--- src/design/ncc_pkg.sv ---
// Shared types and constants of the normalized cross-correlation block.
package ncc_pkg;

  localparam int MAX_SAMPLES = 1024;
  localparam int SAMPLE_BITS = 16;
  localparam int ADDR_W      = $clog2(MAX_SAMPLES);
  localparam int IDX_W       = ADDR_W + 1;
  localparam int CNT_W       = 11;
  localparam int SLOT_W      = 10;
  localparam int COEF_W      = 16;
  localparam int FRAC_BITS   = 15;
  localparam int SUM_W       = SAMPLE_BITS + ADDR_W;
  localparam int NUM_W       = SUM_W + 8;
  localparam int MEAN_W      = SAMPLE_BITS + 8;
  localparam int DEV_W       = MEAN_W + 1;
  localparam int PROD_W      = 2 * DEV_W;
  localparam int SQ_W        = 2 * MEAN_W + ADDR_W;
  localparam int ACC_W       = SQ_W + 2;
  localparam int REM_W       = SQ_W + 4;
  localparam int J_W         = IDX_W + 2;
  localparam int STEP_W      = 7;
  localparam logic [CNT_W-1:0] COUNT_RESET = CNT_W'(1024);

  typedef enum logic {
    OP_LOAD  = 1'b0,
    OP_QUERY = 1'b1
  } op_t;

  typedef struct packed {
    op_t                    opcode;
    logic [SLOT_W-1:0]      slot;
    logic [15:0]            x_sample;
    logic [15:0]            y_sample;
  } in_item_t;

  typedef struct packed {
    logic [SLOT_W-1:0]        lag_slot;
    logic signed [COEF_W-1:0] coefficient;
    logic                     degenerate;
  } out_item_t;

  typedef struct packed {
    logic                   en;
    logic [ADDR_W-1:0]      addr;
    logic [SAMPLE_BITS-1:0] x;
    logic [SAMPLE_BITS-1:0] y;
  } store_wr_t;

  typedef enum logic [3:0] {
    ST_IDLE,
    ST_SUM,
    ST_MEAN,
    ST_SXX,
    ST_SYY,
    ST_MULT,
    ST_SQRT,
    ST_CROSS,
    ST_DIV,
    ST_OUT
  } state_t;

endpackage

--- src/design/ncc_mul.sv ---
// Shared signed deviation multiplier with registered product.
module ncc_mul (
  input  logic                                clk,
  input  logic signed [ncc_pkg::DEV_W-1:0]    a,
  input  logic signed [ncc_pkg::DEV_W-1:0]    b,
  output logic signed [ncc_pkg::PROD_W-1:0]   p_r
);

  always_ff @(posedge clk) begin
    p_r <= ncc_pkg::PROD_W'(a) * ncc_pkg::PROD_W'(b);
  end

endmodule

--- config.mk ---
export PLATFORM = sky130hd
export DESIGN_NAME = ncc_mul
export DESIGN_NICKNAME = d
export VERILOG_FILES = /design/src/design/ncc_pkg.sv /design/src/design/ncc_mul.sv
export SDC_FILE = /design/constraint.sdc
export NUM_CORES = 2
export LEC_CHECK = 0
export BUFFER_PORTS_ARGS = -buffer_cell sky130_fd_sc_hd__buf_2
export CAP_MARGIN = 15
export CORE_MARGIN = 10
export CORE_UTILIZATION = 40
export CTS_BUF_LIST = sky130_fd_sc_hd__clkbuf_4
export DETAILED_ROUTE_END_ITERATION = 8
export PLACE_DENSITY_LB_ADDON = 0.2
export SETUP_SLACK_MARGIN = 0.4
export SLEW_MARGIN = 10
export SYNTH_ARGS = -nofsm -noshare
export SYNTH_HDL_FRONTEND = slang
export SYNTH_SLANG_ARGS = --single-unit
--- constraint.sdc ---
create_clock -name clk -period 8.8 [get_ports clk]
set_input_delay 0.44 -clock clk [delete_from_list [all_inputs] [get_ports clk]]
set_output_delay 0.44 -clock clk [all_outputs]
set_load 0.02 [all_outputs]
==> results by group <==
Global routing
  – Total Routing Usage GR: 0.195
  – Global-route wire length before repair: 106 mm
  – Congestion Overflow GR: 0
  – Initial antenna violation count: 6
  – Largest net degree at the start of global routing: 27
  – Vias in the first global route: 18,900

Clock tree
  – Clock buffers created by TritonCTS: 5
  – Clock buffer depth: 2
  – Root Driver: clkbuf_4
  – Post-CTS Hold Buffers: 0
  – H-Tree Depth: 2
  – CTS resizes: 0
  – Clk sinks: 50
  – CTS clk-pin slew, worst paths: 0.27 ns
  – CTS tree: built
  – Post-CTS Setup Inserts: 0

Floorplan
  – Initial core utilization: 0.406
  – Die X-Extent: 265 um
  – Ports: 101
  – Core footprint: 59,200 um2
  – Site Rows: 89
  – Die Ht: 265 um
  – Die area: 70,300 um2

Timing
  – Min Tclk post-route: 7.37 ns
  – Final setup fails: 0
  – Rel. slew slack: 0.366
  – Setup TNS: 0 ns
  – Worst Hold Slack: 0.414 ns
  – Fin. max-slew vios: 0
  – Final Hold Fails: 0
  – Final Cycle Share: 0.837
  – Unrepaired setup endpoints after global routing: no
  – Fmax: 0.136 GHz
  – Worst slew pin tran: 0.951 ns

Routing
  – Total number of vias: 16,500
  – Average via count per standard cell: 4.91
  – Total wire length: 65.4 mm
  – DRT Pass-1 Iters: 5
  – Starting DRT DRC Count: just under 800
  – DRC: 0
  – Wirelength per Cell: just under 20 um
  – Remaining antenna violation count: 0

Logic synthesis
  – Mapped Nets: 3,412
  – Synth Register Bits: 50
  – Mean Syn Cell Area: approximately 9.4 um2
  – Ranking of synthesized cells by area: fa_1, inv_1, and2_1
  – Async S/R FF share, synth: 0
  – Share of the synthesized area in the top cell type: 0.548
  – Ys flop type: dfxtp_1
  – Largest area contributor in the netlist: fa_1
  – Cells after synthesis: 2,562
  – Number of synthesized flops with an enable pin: 0
  – Synth cell types: 48
  – Yosys warnings: 0
  – Post-Syn Area: 24,000 um2
  – Sequential area share after synthesis: 0.0417

Placed design
  – Dpl cell area: 25,300 um2
  – Placer congestion estimate: 0.860
  – DP Wirelength: 53.2 mm
  – Port bufs: 100

Setup path
  – Max incr delay on CP: approximately 0.90 ns
  – CP Data Required Time: 9.31 ns
  – Critical Path, Cell by Cell: buf_2, and2_1, fa_1, inv_1, fa_1, inv_1, fa_1, fa_1, fa_1, fa_1, inv_1, fa_1, inv_1, ha_1, a21o_1, a21o_1, a21oi_1, o21bai_1, a2bb2oi_1, o41ai_2, o41a_1, xor2_1
  – CP Class: input port to flop
  – Worst Setup Start Kind: input port
  – Crit. End Element: flop
  – Critical path's slowest cell: fa_1
  – Top Family by Delay on Critical Path: adder cells
  – Buffers & Inverters on Critical Path: 5
  – CP arrival: 7.87 ns
  – Most frequent CP cell: fa_1
  – Worst-path fanout max: 25

Finish
  – Most common cell after layout, fill and taps aside: inv_1
  – Largest regs: p_r (50)
  – Fin area: 25,300 um2
  – Most frequent cells in the layout: inv_1, fa_1, and2_1
  – # fillers: a little under 6,000
  – Final core utilization: 0.428
  – Area delta synth->final: 5.48%
  – Total Nets Final: 3,435
  – Top reg by flops: p_r
  – Max reg flops: 50
  – Share of cells above drive strength 1: 0.0526

Run status
  – Status: completed

Hold path
  – HP Class: input port to flop

Job
  – Max Cap Violations: 0
Yosys cell counts, types with 2 or more instances:
cell,count
nand4_1,8
a211o_1,3
clkbuf_1,104
o21ai_0,19
a31oi_1,2
a211oi_1,3
nand2_1,308
o21ai_1,7
nor3_1,6
o21a_1,5
nor2_1,30
o41ai_2,2
a41oi_1,2
nand3_1,6
and3_1,2
a21oi_1,43
fa_1,658
inv_1,699
a21o_1,22
o21bai_1,7
dfxtp_1,50
o41ai_1,3
xnor2_1,39
a21boi_0,2
nand2b_1,11
xor2_1,19
and2_1,320
ha_1,141
or3_1,2
nor2b_1,21
logic make-up (layout without fill, tap and decap cells):
logic type                 Yosys count  in the layout  synth area share
DFF                                 50             50            0.0417
other                                0              4                 0
muxes                                1              1          0.000469
buffers and inverters              803            827             0.125
xor gates and xnor gates            58             58            0.0211
AOI/OAI and AO/OA                  137            137            0.0394
and+or+nand+nor                    714            714             0.150
adders and majority gates          799            799             0.622
layer usage:
layer	global-route usage	part of all wire	vias to the layer above
met5	0	0.00047	-
met4	0.0509	0.025	6
met3	0.0260	0.044	88
met2	0.344	0.51	364
met1	0.249	0.42	8736
li1	-	-	7317
final cells by class:
type	count	area [um2]	area share
timing repair buffer	120	651	0.0257
sequential	50	1000	0.0395
tap	773	967	0.0382
clock buffer	5	37.5	0.00148
antenna	4	10.0	0.000395
inverter	699	2620	0.104
clock inverter	3	42.5	0.00168
multi-input combinational	1709	20000	0.790
through the flow:
step	worst slack [ns]	std cells
6_report	1.43	3363
5_1_grt	1.14	3362
4_1_cts	1.44	3359
3_5_place_dp	0.827	3351
3_3_place_gp	0.852	3351
2_1_floorplan	1.74	2562
path summary, 6_finish.rpt:
path | slack, ns | to | startpoint | cells after the start
worst max-delay path | 1.43 | p_r[47]$_DFF_P_ | b[2] | 22
worst min-delay path | 0.41 | p_r[0]$_DFF_P_ | b[0] | 2
Power is not shown: default switching activity piles up to over one toggle a cycle in this logic, so the estimate is an artifact.
